`src/hw/rtl/assert_macros.svh`:
```
// Assertion macros shared by the RTL of the block averager.
// No dependencies; included by files that carry concurrent assertions.
`ifndef ASSERT_MACROS_SVH
`define ASSERT_MACROS_SVH

// Clocked check, masked while reset is asserted.
`define MCBA_ASSERT(lbl, clk, rst_n, prop) \
	lbl: assert property (@(posedge clk) disable iff (!rst_n) prop) \
		else $error("mcba assertion failed");

// Clocked check that also holds during reset.
`define MCBA_ASSERT_ALWAYS(lbl, clk, prop) \
	lbl: assert property (@(posedge clk) prop) \
		else $error("mcba assertion failed");

`endif

```
`src/hw/rtl/mcba_pkg.sv`:
```
// Types and constants of the multichannel block averager.
// No dependencies; used by the interfaces and the top level.
`default_nettype none

package mcba_pkg;

	localparam int unsigned MASK_W    = 8;
	localparam int unsigned MAX_CH    = 8;
	localparam int unsigned SAMPLE_W  = 12;
	localparam int unsigned SUM_W     = 21;
	localparam int unsigned CNT_W     = 9;
	localparam int unsigned CHAN_W    = 3;
	localparam int unsigned AVG_W     = 12;
	localparam int unsigned EFF_W     = 13;
	localparam int unsigned DIV_STEPS = SUM_W;
	localparam int unsigned STEP_W    = 5;

	localparam logic [SUM_W-1:0] SUM_MAX = {SUM_W{1'b1}};
	localparam logic [CNT_W-1:0] CNT_MAX = {CNT_W{1'b1}};
	localparam logic [AVG_W-1:0] AVG_MAX = {AVG_W{1'b1}};
	localparam logic [CNT_W-1:0] AVG_CNT_RESET = CNT_W'(1);

	typedef logic [SAMPLE_W-1:0] sample_t;
	typedef logic [SUM_W-1:0]    sum_t;
	typedef logic [CNT_W-1:0]    cnt_t;

endpackage

`default_nettype wire

```
`src/hw/rtl/mcba_if.sv`:
```
// Valid/ready channels of the block averager: sample events in, averages out.
// Depends on mcba_pkg.
`default_nettype none

interface mcba_in_if;
	logic                          valid;
	logic                          ready;
	logic [mcba_pkg::MASK_W-1:0]   active_mask;
	mcba_pkg::sample_t             sample_ch0;
	mcba_pkg::sample_t             sample_ch1;
	mcba_pkg::sample_t             sample_ch2;
	mcba_pkg::sample_t             sample_ch3;
	mcba_pkg::sample_t             sample_ch4;
	mcba_pkg::sample_t             sample_ch5;
	mcba_pkg::sample_t             sample_ch6;
	mcba_pkg::sample_t             sample_ch7;

	modport source (
		output valid, active_mask, sample_ch0, sample_ch1, sample_ch2, sample_ch3,
		       sample_ch4, sample_ch5, sample_ch6, sample_ch7,
		input  ready
	);
	modport sink (
		input  valid, active_mask, sample_ch0, sample_ch1, sample_ch2, sample_ch3,
		       sample_ch4, sample_ch5, sample_ch6, sample_ch7,
		output ready
	);
endinterface

interface mcba_out_if;
	logic                          valid;
	logic                          ready;
	logic [mcba_pkg::CHAN_W-1:0]   channel;
	logic [mcba_pkg::AVG_W-1:0]    average;
	logic                          last;

	modport source (output valid, channel, average, last, input ready);
	modport sink (input valid, channel, average, last, output ready);
endinterface

`default_nettype wire

```
`src/hw/rtl/multichannel_block_averager.sv`:
```
// Block averager: per-channel sums in a RAM, one serial divider, sequencer.
// Depends on mcba_pkg, mcba_if (mcba_in_if, mcba_out_if), mcba_ram, assert_macros.svh.
`default_nettype none
`include "assert_macros.svh"

// Takes one conversion event per word and walks the channels in order: each channel
// passes a sum RAM read state and an add state that writes the sum back; a channel
// that emits an average skips that write and runs a 21-step restoring divider, then
// the output register, which waits while the output side stalls and clears the sum.
// samples.ready is high only between events, so the block takes no new event
// before it is through with the last one. The sum RAM comes out of reset cleared
// through per-entry valid bits, so no clearing pass is needed. average_count must be
// written only while the block is idle; the block itself does not enforce it.
module multichannel_block_averager #(
	parameter int unsigned CHANNELS    = 8,
	parameter int unsigned MAX_AVERAGE = 256
) (
	input  wire logic                        clk,
	input  wire logic                        arst_n,
	input  wire logic                        cfg_we,
	input  wire logic [mcba_pkg::CNT_W-1:0]  cfg_wdata,
	mcba_in_if.sink                          samples,
	mcba_out_if.source                       averages
);

	localparam int unsigned CH_W = (CHANNELS > 1) ? $clog2(CHANNELS) : 1;

	typedef enum logic [2:0] {
		S_IDLE,
		S_RD,
		S_ADD,
		S_DIV,
		S_OUT
	} state_t;

	state_t                          state_q;
	logic [CH_W-1:0]                 ch_q;
	logic [CHANNELS-1:0]             used_q;
	logic [CHANNELS-1:0]             vld_q;
	mcba_pkg::sample_t               sample_q [CHANNELS];
	mcba_pkg::cnt_t                  cnt_q;
	mcba_pkg::cnt_t                  div_q;
	mcba_pkg::cnt_t                  avg_cnt_q;
	logic                            emit_q;
	mcba_pkg::sum_t                  quo_q;
	logic [mcba_pkg::CNT_W-1:0]      rem_q;
	logic [mcba_pkg::STEP_W-1:0]     step_q;
	logic                            out_valid_q;
	logic [mcba_pkg::CHAN_W-1:0]     out_chan_q;
	logic [mcba_pkg::AVG_W-1:0]      out_avg_q;
	logic                            out_last_q;

	mcba_pkg::sample_t               smp_w [mcba_pkg::MAX_CH];
	logic [CHANNELS-1:0]             used_w;
	mcba_pkg::cnt_t                  cnt_next;
	logic [mcba_pkg::EFF_W-1:0]      eff_w;
	logic                            emit_w;
	logic                            accept;
	mcba_pkg::sum_t                  rdata;
	mcba_pkg::sum_t                  rd_sum;
	logic [mcba_pkg::SUM_W:0]        add_w;
	mcba_pkg::sum_t                  sum_sat;
	logic                            ch_active;
	logic [mcba_pkg::CNT_W:0]        rem_sh;
	logic                            q_bit;
	logic [mcba_pkg::AVG_W-1:0]      avg_sat;
	logic                            last_w;
	logic                            out_free;
	logic                            ch_end;
	logic                            ram_we;
	mcba_pkg::sum_t                  ram_wdata;

	assign smp_w[0] = samples.sample_ch0;
	assign smp_w[1] = samples.sample_ch1;
	assign smp_w[2] = samples.sample_ch2;
	assign smp_w[3] = samples.sample_ch3;
	assign smp_w[4] = samples.sample_ch4;
	assign smp_w[5] = samples.sample_ch5;
	assign smp_w[6] = samples.sample_ch6;
	assign smp_w[7] = samples.sample_ch7;

	assign samples.ready = (state_q == S_IDLE);
	assign accept        = samples.valid && samples.ready;
	assign used_w        = samples.active_mask[CHANNELS-1:0];

	always_comb begin
		cnt_next = cnt_q;
		if ((|used_w) && (cnt_q != mcba_pkg::CNT_MAX)) begin
			cnt_next = cnt_q + mcba_pkg::CNT_W'(1);
		end
		eff_w = mcba_pkg::EFF_W'(avg_cnt_q);
		if (avg_cnt_q == '0) begin
			eff_w = mcba_pkg::EFF_W'(1);
		end else if (eff_w > mcba_pkg::EFF_W'(MAX_AVERAGE)) begin
			eff_w = mcba_pkg::EFF_W'(MAX_AVERAGE);
		end
		emit_w = (mcba_pkg::EFF_W'(cnt_next) >= eff_w);
	end

	mcba_ram #(
		.WIDTH (mcba_pkg::SUM_W),
		.DEPTH (CHANNELS)
	) u_sums (
		.clk   (clk),
		.we    (ram_we),
		.waddr (ch_q),
		.wdata (ram_wdata),
		.re    (state_q == S_RD),
		.raddr (ch_q),
		.rdata (rdata)
	);

	always_comb begin
		ch_active = used_q[ch_q];
		rd_sum    = vld_q[ch_q] ? rdata : '0;
		add_w     = {1'b0, rd_sum} + (mcba_pkg::SUM_W + 1)'(sample_q[ch_q]);
		sum_sat   = add_w[mcba_pkg::SUM_W] ? mcba_pkg::SUM_MAX : add_w[mcba_pkg::SUM_W-1:0];

		rem_sh = {rem_q, quo_q[mcba_pkg::SUM_W-1]};
		q_bit  = (rem_sh >= {1'b0, div_q});

		avg_sat = (|quo_q[mcba_pkg::SUM_W-1:mcba_pkg::AVG_W]) ? mcba_pkg::AVG_MAX
			: quo_q[mcba_pkg::AVG_W-1:0];

		last_w = 1'b1;
		for (int i = 0; i < CHANNELS; i++) begin
			if ((i > int'(ch_q)) && used_q[i]) begin
				last_w = 1'b0;
			end
		end

		out_free = !out_valid_q || averages.ready;
		ch_end   = (ch_q == CH_W'(CHANNELS - 1));

		ram_we    = 1'b0;
		ram_wdata = sum_sat;
		if ((state_q == S_ADD) && ch_active && !emit_q) begin
			ram_we = 1'b1;
		end else if ((state_q == S_OUT) && out_free) begin
			ram_we    = 1'b1;
			ram_wdata = '0;
		end
	end

	always_ff @(posedge clk or negedge arst_n) begin
		if (!arst_n) begin
			state_q     <= S_IDLE;
			ch_q        <= '0;
			used_q      <= '0;
			vld_q       <= '0;
			cnt_q       <= '0;
			div_q       <= '0;
			avg_cnt_q   <= mcba_pkg::AVG_CNT_RESET;
			emit_q      <= 1'b0;
			quo_q       <= '0;
			rem_q       <= '0;
			step_q      <= '0;
			out_valid_q <= 1'b0;
			out_chan_q  <= '0;
			out_avg_q   <= '0;
			out_last_q  <= 1'b0;
			for (int i = 0; i < CHANNELS; i++) begin
				sample_q[i] <= '0;
			end
		end else begin
			if (cfg_we) begin
				avg_cnt_q <= cfg_wdata;
			end
			if (averages.ready) begin
				out_valid_q <= 1'b0;
			end
			if (ram_we) begin
				vld_q[ch_q] <= 1'b1;
			end
			case (state_q)
				S_IDLE: begin
					if (accept) begin
						used_q <= used_w;
						for (int i = 0; i < CHANNELS; i++) begin
							sample_q[i] <= smp_w[i];
						end
						div_q   <= cnt_next;
						emit_q  <= emit_w;
						cnt_q   <= emit_w ? '0 : cnt_next;
						ch_q    <= '0;
						state_q <= S_RD;
					end
				end
				S_RD: begin
					state_q <= S_ADD;
				end
				S_ADD: begin
					if (ch_active && emit_q) begin
						quo_q   <= sum_sat;
						rem_q   <= '0;
						step_q  <= '0;
						state_q <= S_DIV;
					end else if (ch_end) begin
						state_q <= S_IDLE;
					end else begin
						ch_q    <= ch_q + CH_W'(1);
						state_q <= S_RD;
					end
				end
				S_DIV: begin
					rem_q  <= q_bit ? mcba_pkg::CNT_W'(rem_sh - {1'b0, div_q})
						: rem_sh[mcba_pkg::CNT_W-1:0];
					quo_q  <= {quo_q[mcba_pkg::SUM_W-2:0], q_bit};
					step_q <= step_q + mcba_pkg::STEP_W'(1);
					if (step_q == mcba_pkg::STEP_W'(mcba_pkg::DIV_STEPS - 1)) begin
						state_q <= S_OUT;
					end
				end
				S_OUT: begin
					if (out_free) begin
						out_valid_q <= 1'b1;
						out_chan_q  <= mcba_pkg::CHAN_W'(ch_q);
						out_avg_q   <= avg_sat;
						out_last_q  <= last_w;
						if (ch_end) begin
							state_q <= S_IDLE;
						end else begin
							ch_q    <= ch_q + CH_W'(1);
							state_q <= S_RD;
						end
					end
				end
				default: begin
					state_q <= S_IDLE;
				end
			endcase
		end
	end

	assign averages.valid   = out_valid_q;
	assign averages.channel = out_chan_q;
	assign averages.average = out_avg_q;
	assign averages.last    = out_last_q;

	// divider only runs for a channel of an emitting event
	`MCBA_ASSERT(a_div_needs_emit, clk, arst_n, (state_q == S_DIV) |-> (emit_q && used_q[ch_q]))
	// an emitting event restarts the event counter
	`MCBA_ASSERT(a_emit_clears_cnt, clk, arst_n, (accept && emit_w) |=> (cnt_q == '0))
	// a new average only comes from the output step
	`MCBA_ASSERT(a_out_from_seq, clk, arst_n, $rose(averages.valid) |-> $past(state_q == S_OUT))

endmodule

`default_nettype wire

```
`src/hw/rtl/mcba_ram.sv`:
```
// Generic single-port-write, single-port-read RAM with registered read data.
// No dependencies.
`default_nettype none

module mcba_ram #(
	parameter int unsigned WIDTH = 21,
	parameter int unsigned DEPTH = 8
) (
	input  wire logic                                   clk,
	input  wire logic                                   we,
	input  wire logic [(DEPTH > 1 ? $clog2(DEPTH) : 1)-1:0] waddr,
	input  wire logic [WIDTH-1:0]                       wdata,
	input  wire logic                                   re,
	input  wire logic [(DEPTH > 1 ? $clog2(DEPTH) : 1)-1:0] raddr,
	output      logic [WIDTH-1:0]                       rdata
);

	logic [WIDTH-1:0] mem [DEPTH];

	always_ff @(posedge clk) begin
		if (we) begin
			mem[waddr] <= wdata;
		end
		if (re) begin
			rdata <= mem[raddr];
		end
	end

endmodule

`default_nettype wire

```
`src/flat_wrapper.sv`:
```
// flat-port wrapper written by rule: the top's interface ports become plain ports
module multichannel_block_averager_flat 
#(
	parameter int unsigned CHANNELS    = 8,
	parameter int unsigned MAX_AVERAGE = 256
)
  (clk, arst_n, cfg_we, cfg_wdata, samples_valid, samples_active_mask, samples_sample_ch0, samples_sample_ch1, samples_sample_ch2, samples_sample_ch3, samples_sample_ch4, samples_sample_ch5, samples_sample_ch6, samples_sample_ch7, samples_ready, averages_valid, averages_channel, averages_average, averages_last, averages_ready);
  mcba_in_if samples_i ();
  mcba_out_if averages_i ();
  input  wire logic clk;
  input  wire logic arst_n;
  input  wire logic cfg_we;
  input  wire logic [mcba_pkg::CNT_W-1:0] cfg_wdata;
  input wire logic [$bits(samples_i.valid)-1:0] samples_valid;
  input wire logic [$bits(samples_i.active_mask)-1:0] samples_active_mask;
  input wire logic [$bits(samples_i.sample_ch0)-1:0] samples_sample_ch0;
  input wire logic [$bits(samples_i.sample_ch1)-1:0] samples_sample_ch1;
  input wire logic [$bits(samples_i.sample_ch2)-1:0] samples_sample_ch2;
  input wire logic [$bits(samples_i.sample_ch3)-1:0] samples_sample_ch3;
  input wire logic [$bits(samples_i.sample_ch4)-1:0] samples_sample_ch4;
  input wire logic [$bits(samples_i.sample_ch5)-1:0] samples_sample_ch5;
  input wire logic [$bits(samples_i.sample_ch6)-1:0] samples_sample_ch6;
  input wire logic [$bits(samples_i.sample_ch7)-1:0] samples_sample_ch7;
  output wire logic [$bits(samples_i.ready)-1:0] samples_ready;
  output wire logic [$bits(averages_i.valid)-1:0] averages_valid;
  output wire logic [$bits(averages_i.channel)-1:0] averages_channel;
  output wire logic [$bits(averages_i.average)-1:0] averages_average;
  output wire logic [$bits(averages_i.last)-1:0] averages_last;
  input wire logic [$bits(averages_i.ready)-1:0] averages_ready;
  assign samples_i.valid = samples_valid;
  assign samples_i.active_mask = samples_active_mask;
  assign samples_i.sample_ch0 = samples_sample_ch0;
  assign samples_i.sample_ch1 = samples_sample_ch1;
  assign samples_i.sample_ch2 = samples_sample_ch2;
  assign samples_i.sample_ch3 = samples_sample_ch3;
  assign samples_i.sample_ch4 = samples_sample_ch4;
  assign samples_i.sample_ch5 = samples_sample_ch5;
  assign samples_i.sample_ch6 = samples_sample_ch6;
  assign samples_i.sample_ch7 = samples_sample_ch7;
  assign samples_ready = samples_i.ready;
  assign averages_valid = averages_i.valid;
  assign averages_channel = averages_i.channel;
  assign averages_average = averages_i.average;
  assign averages_last = averages_i.last;
  assign averages_i.ready = averages_ready;
  multichannel_block_averager #(.CHANNELS(CHANNELS), .MAX_AVERAGE(MAX_AVERAGE)) u_core (.clk(clk), .arst_n(arst_n), .cfg_we(cfg_we), .cfg_wdata(cfg_wdata), .samples(samples_i), .averages(averages_i));
endmodule
```
`config.mk`:
```
export PLATFORM = sky130hd
export DESIGN_NAME = multichannel_block_averager_flat
export DESIGN_NICKNAME = d
export VERILOG_FILES = /design/src/hw/rtl/mcba_pkg.sv /design/src/hw/rtl/mcba_if.sv /design/src/hw/rtl/multichannel_block_averager.sv /design/src/hw/rtl/mcba_ram.sv /design/src/flat_wrapper.sv
export VERILOG_INCLUDE_DIRS = /design/src /design/src/hw/rtl
export SDC_FILE = /design/constraint.sdc
export NUM_CORES = 1
export LEC_CHECK = 0
export BUFFER_PORTS_ARGS = -buffer_cell sky130_fd_sc_hd__buf_2
export CAP_MARGIN = 20
export CORE_ASPECT_RATIO = 1.2
export CORE_UTILIZATION = 55
export CTS_CLUSTER_DIAMETER = 50
export DETAILED_ROUTE_END_ITERATION = 6
export PLACE_DENSITY = 0.74
export REMOVE_ABC_BUFFERS = 1
export SYNTH_ARGS = -nofsm -noshare
export SYNTH_HDL_FRONTEND = slang
export SYNTH_HIERARCHICAL = 1
export SYNTH_SLANG_ARGS = --single-unit
```
`constraint.sdc`:
```
create_clock -name clk -period 5.4 [get_ports clk]
set_input_delay 0.54 -clock clk [delete_from_list [all_inputs] [get_ports clk]]
set_output_delay 0.54 -clock clk [all_outputs]
set_load 0.02 [all_outputs]
```
Word level (Yosys, flattened, before mapping)
Memory sizes are Yosys's and may differ from the RTL's. A register that Yosys moved wholly into a read port is not among the register bits.
Index checks and enable logic that the tools add are counted.
{"block": "word_totals", "regBits": 198, "ramBits": 168, "inputBits": 118, "out_inout_bits": 18, "wordCells": 134, "memories": 1}
{"block": "op_classes", "add_sub_neg": 5, "magnitude_cmp": 13, "eq_ne": 12, "muxes": 50, "bitwise_logic": 2, "n_reduce_logical": 28}
{"memory": "u_core.u_sums.mem", "depth": 8, "width": 21, "rd": 1, "rd_ports_with_merged_regs": 1, "wr": 1, "line": "mcba_ram.sv:18", "source": "logic [WIDTH-1:0] mem [DEPTH];"}
{"cell": "21-bit 2-to-1 mux", "count": 5}
{"cell": "9-bit 2-to-1 mux", "count": 5}
{"cell": "21-bit case mux with 2 select lines", "count": 1}
{"cell": "12-bit binary-select mux with 3-bit select", "count": 1}
{"cell": "12-bit 2-to-1 mux", "count": 3}
{"cell": "3-bit 2-to-1 mux", "count": 8}
{"cell": "21-bit by 12-bit adder with 22-bit output", "count": 1}
{"cell": "1-bit 2-to-1 mux", "count": 18}
{"cell": "9-bit case mux with 2 select lines", "count": 1}
{"cell": "3-bit case mux with 5 select lines", "count": 1}
{"cell": "1-bit logical AND", "count": 14}
{"cell": "9-bit by 13-bit >= comparator with 1-bit output", "count": 1}
{"cell": "13-bit 2-to-1 mux", "count": 1}
{"cell": "3-bit > comparator (first input constant)", "count": 4}
{"cell": "10-bit by 9-bit >= comparator with 1-bit output", "count": 1}
{"cell": "5-bit case mux with 2 select lines", "count": 1}
{"cell": "9-bit by 1-bit adder with 9-bit output (second input constant)", "count": 1}
{"cell": "9-bit > comparator (second input constant)", "count": 1}
{"cell": "9-bit logical NOT", "count": 1}
{"cell": "9-bit != test (second input constant)", "count": 1}
{"cell": "3-bit case mux with 3 select lines", "count": 1}
{"cell": "9-bit OR reduction", "count": 1}
{"cell": "9-bit subtractor", "count": 1}
{"cell": "8-bit bitwise OR", "count": 1}
{"cell": "26 further kinds", "count": 36}

Depth between registers and ports, before layout
{"block": "logic_depth", "depth_word": 9, "mapped_depth": 17, "mapped_depth_nobuf": 15}

By module
The synthesis kept the hierarchy.
{"mod": "multichannel_block_averager", "n_inst": 1, "cells_per_inst": 1179, "area_each_um2": 10650.2}
{"mod": "mcba_ram", "n_inst": 1, "cells_per_inst": 277, "area_each_um2": 7149.4}

Worst setup path after synthesis
Ideal clock, no wire load.
{"block": "synth_timing", "path_kind": "register to register", "startpoint": "register u_core.ch_q[0]", "endpoint": "memory u_core.u_sums.mem[0][18] (data pin)", "arrival_time_ns": 3.854, "required_ns": 5.135, "slack_ns": 1.281, "path_stages_with_launch": 15, "n_path_buf": 2, "period_less_slack_ns": 4.119, "cell_sequence": "dfrtp_1 buf_6 mux4_2 mux2i_4 clkbuf_1 nor2b_1 ha_1 fa_1 a211oi_2 nor3_1 o31a_1 a31oi_4 nor2_1 xnor2_1 o21ai_0"}
{"block": "synth_between", "elab_chain_len": 8, "word_cells_on_any_way": 15, "cone_classes": "1 x add/sub; 11 x mux; 1 x bitwise; 2 x reduce/logical"}
{"item": "start: declaration", "line": "multichannel_block_averager.sv:37", "source": "logic [CH_W-1:0] ch_q;"}
{"item": "start signal: assignment", "line": "multichannel_block_averager.sv:201", "source": "ch_q <= ch_q + CH_W'(1);"}
{"item": "start signal: assignment", "line": "multichannel_block_averager.sv:223", "source": "ch_q <= ch_q + CH_W'(1);"}
{"item": "3-bit NOT with 4-bit output (implied by the code)", "line": "multichannel_block_averager.sv:116", "source": "add_w = {1'b0, rd_sum} + (mcba_pkg::SUM_W + 1)'(sample_q[ch_q]);"}
{"item": "12-bit binary-select mux with 3-bit select", "line": "multichannel_block_averager.sv:116"}
{"item": "12-bit 2-to-1 mux (implied by the code) (2 in series)", "line": "multichannel_block_averager.sv:116"}
{"item": "21-bit by 12-bit adder with 22-bit output", "line": "multichannel_block_averager.sv:116"}
{"item": "21-bit 2-to-1 mux", "line": "multichannel_block_averager.sv:117", "source": "sum_sat = add_w[mcba_pkg::SUM_W] ? mcba_pkg::SUM_MAX : add_w[mcba_pkg::SUM_W-1:0];"}
{"item": "21-bit 2-to-1 mux", "line": "multichannel_block_averager.sv:139", "source": "end else if ((state_q == S_OUT) && out_free) begin"}
{"item": "21-bit 2-to-1 mux (*)", "line": "multichannel_block_averager.sv:137", "source": "if ((state_q == S_ADD) && ch_active && !emit_q) begin"}
{"item": "net u_core.ram_wdata[18]", "line": "multichannel_block_averager.sv:71", "source": "mcba_pkg::sum_t ram_wdata;"}
{"item": "end: declaration", "line": "mcba_ram.sv:18"}
Mark *: on every way through the listed nets, which the timed path passes. The rest lies on a longest branch. The select of a mux whose other input is x is not followed.

Worst setup path after layout
{"block": "layout_timing", "startpoint": "register u_core.ch_q[0]", "endpoint": "memory u_core.u_sums.mem[6][18] (data pin)"}
Same word-level chain as after synthesis.

==> results.tsv <==
stage	metric	value	unit
global_routing	grt_pass1_wl	66.0	mm
timing	min_period_over_period	87.3	%
synth	dominantRegCellSynth	dfrtp_1	
floorplan	num_io_pins	136	
cells_and_area	areaGrowthSynthToFinish	13.2	%
power	p_per_area	686	nW/um^2
global_routing	antenna_found_initial	0	
place	port_buffers	135	
timing	layout_setup_ws	0.688	ns
cells_and_area	fill_cells	2369	
routing	vias	12043	
cells_and_area	ff_latch_area	10600	sq um
routing	postRouteAntennaNets	0	
global_routing	grt_max_degree	114	
global_routing	grt_usage	26.0	%
timing	worstMarginPinSlew	1.09	ns
synth	synth.top_cell.area_share	31.9	%
cells_and_area	fin_area	20200	sq um
synth	synth_edf_count	189	
place	dp_hpwl	26.8	mm
timing	fmax	212	MHz
clock_network	clkSinkCount	387	
global_routing	grt_overflow	0	
timing	setup-tns-final	0	ns
power	ir_worst_vdd	360	uV
timing	layout_min_cycle_time	4.71	ns
timing	finalHoldViolations	0	
routing	wl_per_cell	20.9	microns
synth	syn_area_per_cell	12.2	sq um
clock_network	clockRootBuffer	clkbuf_16	
clock_network	cts_made_buffers	40	
synth	synth_warnings	6	
place	dpl_cell_area	18800	sq um
clock_network	cts-resized-gates	0	
floorplan	initial_core_util	56.3	%
synth	yosys.area.top_type	edfxtp_1	
synth	synthCells	1456	
power	p_total	13.8	mW
synth	ys_types	81	
setup_path	start_kind	register	
clock_network	hold_buffers	0	
routing	wirelength	42.1	mm
synth	ys_ff_latch	387	
power	leakagePower	8.55	nW
status	violations	design-rule violations	
setup_path	crit_required	5.65	ns
routing	routed_via_density	6.00	
floorplan	design.core.area	31600	sq um
cells_and_area	diodes	0	
setup_path	path_class	reg -> reg	
place	placedCellCount	1935	
clock_network	clk_latency	0.56	ns
clock_network	path_clk_slew	0.06	ns
routing	first_iter_violations	1173	
timing	slew_viol_final	0	
synth	netlist_top_cells_count	nand2_1 (387), dfrtp_1 (197), edfxtp_1 (189)	
routing	drt-pass1-iter-count	7	
timing	max_slew_margin	27.4	%
synth	synth_most_common_cell	nand2_1	
timing	grt_setup_unrepaired	no	
synth	async_flop_share	51.2	%
clock_network	cts_setup_buffers	0	
clock_network	cts_tree	yes	
synth	synthTopCellsByArea	edfxtp_1 (32%), dfrtp_1 (28%), nand2_1 (8.2%)	
status	status	finished with violations	
clock_network	htree_levels	2	
cells_and_area	final_cells	2008	
floorplan	fp-row-count	71	
clock_network	clockBufferDepth	3	
timing	setup_viol	0	
setup_path	cp-end-kind	register	
floorplan	die_area	33100	sq um
floorplan	die_x	166	microns
setup_path	cp_max_fo	37	
synth	synth.yosys.seq_area_share	59.7	%
cells_and_area	drive_gt1_share	18.7	%
cells_and_area	layout.nets	1734	
global_routing	grt_pass1_vias	11998	
worst_hold_path	hold_class	in -> async	
routing	drc	25	
place	gp_congestion	0.885	
job	drv_cap	0	
place	dp_slack	0.766	ns
setup_path	crit_arrival	4.97	ns
floorplan	die_h	199	microns
timing	skew	0.0213	ns
cells_and_area	multi_input_area	6780	sq um
synth	synth_area	17800	sq um
-- through the flow --
stage	util [%]	hold WS, ns
after floorplan	-	0.244
after global placement	59.6	0.438
after detailed placement	59.6	0.445
after CTS	63.7	0.167
after global routing	63.7	0.180
final	63.7	0.128
-- cell type report --
cell class / count / area share [%]
Timing Repair Buffer: 154 / 4.17
Clock inverter: 14 / 0.838
Sequential cell: 387 / 52.8
Multi-Input combinational cell: 970 / 33.6
Tap cell: 401 / 2.49
Clock buffer: 59 / 5.67
Inverter: 23 / 0.428
-- routing by layer --
layer	vias to the layer above	routed length, microns	track usage (%)
met2	481	19900	42.1
met1	5943	17700	35.0
met4	0	1490	10.7
li1	5520	-	-
met5	-	0	0
met3	99	2930	4.75
-- state kept, by name (all words and copies together), names as in the netlist, 3 cells and up --
signal,count
u_core/u_sums/mem,168
u_core/sample_q,96
u_core/quo_q,21
u_core/u_sums/rdata,21
u_core/averages.average,12
u_core/avg_cnt_q,9
u_core/cnt_q,9
u_core/div_q,9
u_core/rem_q,9
u_core/used_q,8
u_core/vld_q,8
u_core/step_q,5
u_core/averages.channel,3
u_core/ch_q,3
u_core/state_q,3
-- cells by family after synthesis --
group | synth area share [%]
multiplexers | 10.5
AND/OR/NAND/NOR | 13.8
adder cells (fa/ha/maj) | 2.95
flip-flops | 59.7
buffers and inverters | 2.60
AO/OA/AOI/OAI | 9.03
XOR/XNOR | 1.38
-- worst max-delay path, stage by stage (launching register included) --
cell      delay [ns]
dfrtp_4         0.71
inv_1           0.46
o21ai_0         0.17
a22oi_1         0.31
o21ai_0         0.16
ha_1            0.26
fa_1            0.43
a211oi_2        0.27
nor3_1          0.11
o31a_1          0.37
a31oi_4         0.32
nor2_1          0.12
xnor2_1         0.16
o21ai_0         0.55
-- power breakdown --
| part | total (mW) | internal [mW] | switching [mW] |
|---|---|---|---|
| registers | 5.47 | 4.89 | 0.585 |
| clock network | 2.73 | 1.58 | 1.15 |
| logic | 5.63 | 2.03 | 3.59 |
-- worst paths after layout --
check,startpoint,to,slack [ns],cells past startpoint
setup / recovery,u_core/ch_q[0],u_core/u_sums/mem[6][18],0.69,13
hold / removal,arst_n,u_core/cnt_q[1],0.13,1
setup reg to reg,u_core/ch_q[0],u_core/u_sums/mem[6][18],0.69,13
hold reg to reg,u_core/vld_q[6],u_core/vld_q[6],0.46,1
max in group asynchronous,arst_n,u_core/sample_q[21],4.21,2
min in group clk,samples_sample_ch1[0],u_core/sample_q[72],0.18,3
-- cells in the final DEF, fill, tap and decap left out, types with 13 or more instances in the layout --
| master | instances |
|---|---|
| buf_4 | 18 |
| dfrtp_1 | 194 |
| mux2_2 | 42 |
| a22oi_1 | 21 |
| mux4_1 | 40 |
| mux2i_1 | 15 |
| nand2_1 | 386 |
| nand4_1 | 13 |
| o21ai_0 | 49 |
| nor2_1 | 65 |
| a21oi_1 | 28 |
| ha_1 | 38 |
| buf_2 | 134 |
| nor2b_1 | 18 |
| xnor2_1 | 17 |
| o21ai_1 | 13 |
| o22a_1 | 13 |
| a21o_1 | 16 |
| clkbuf_16 | 40 |
| a221oi_1 | 13 |
| inv_1 | 21 |
| edfxtp_1 | 189 |
(Power assumes the default switching activity.)
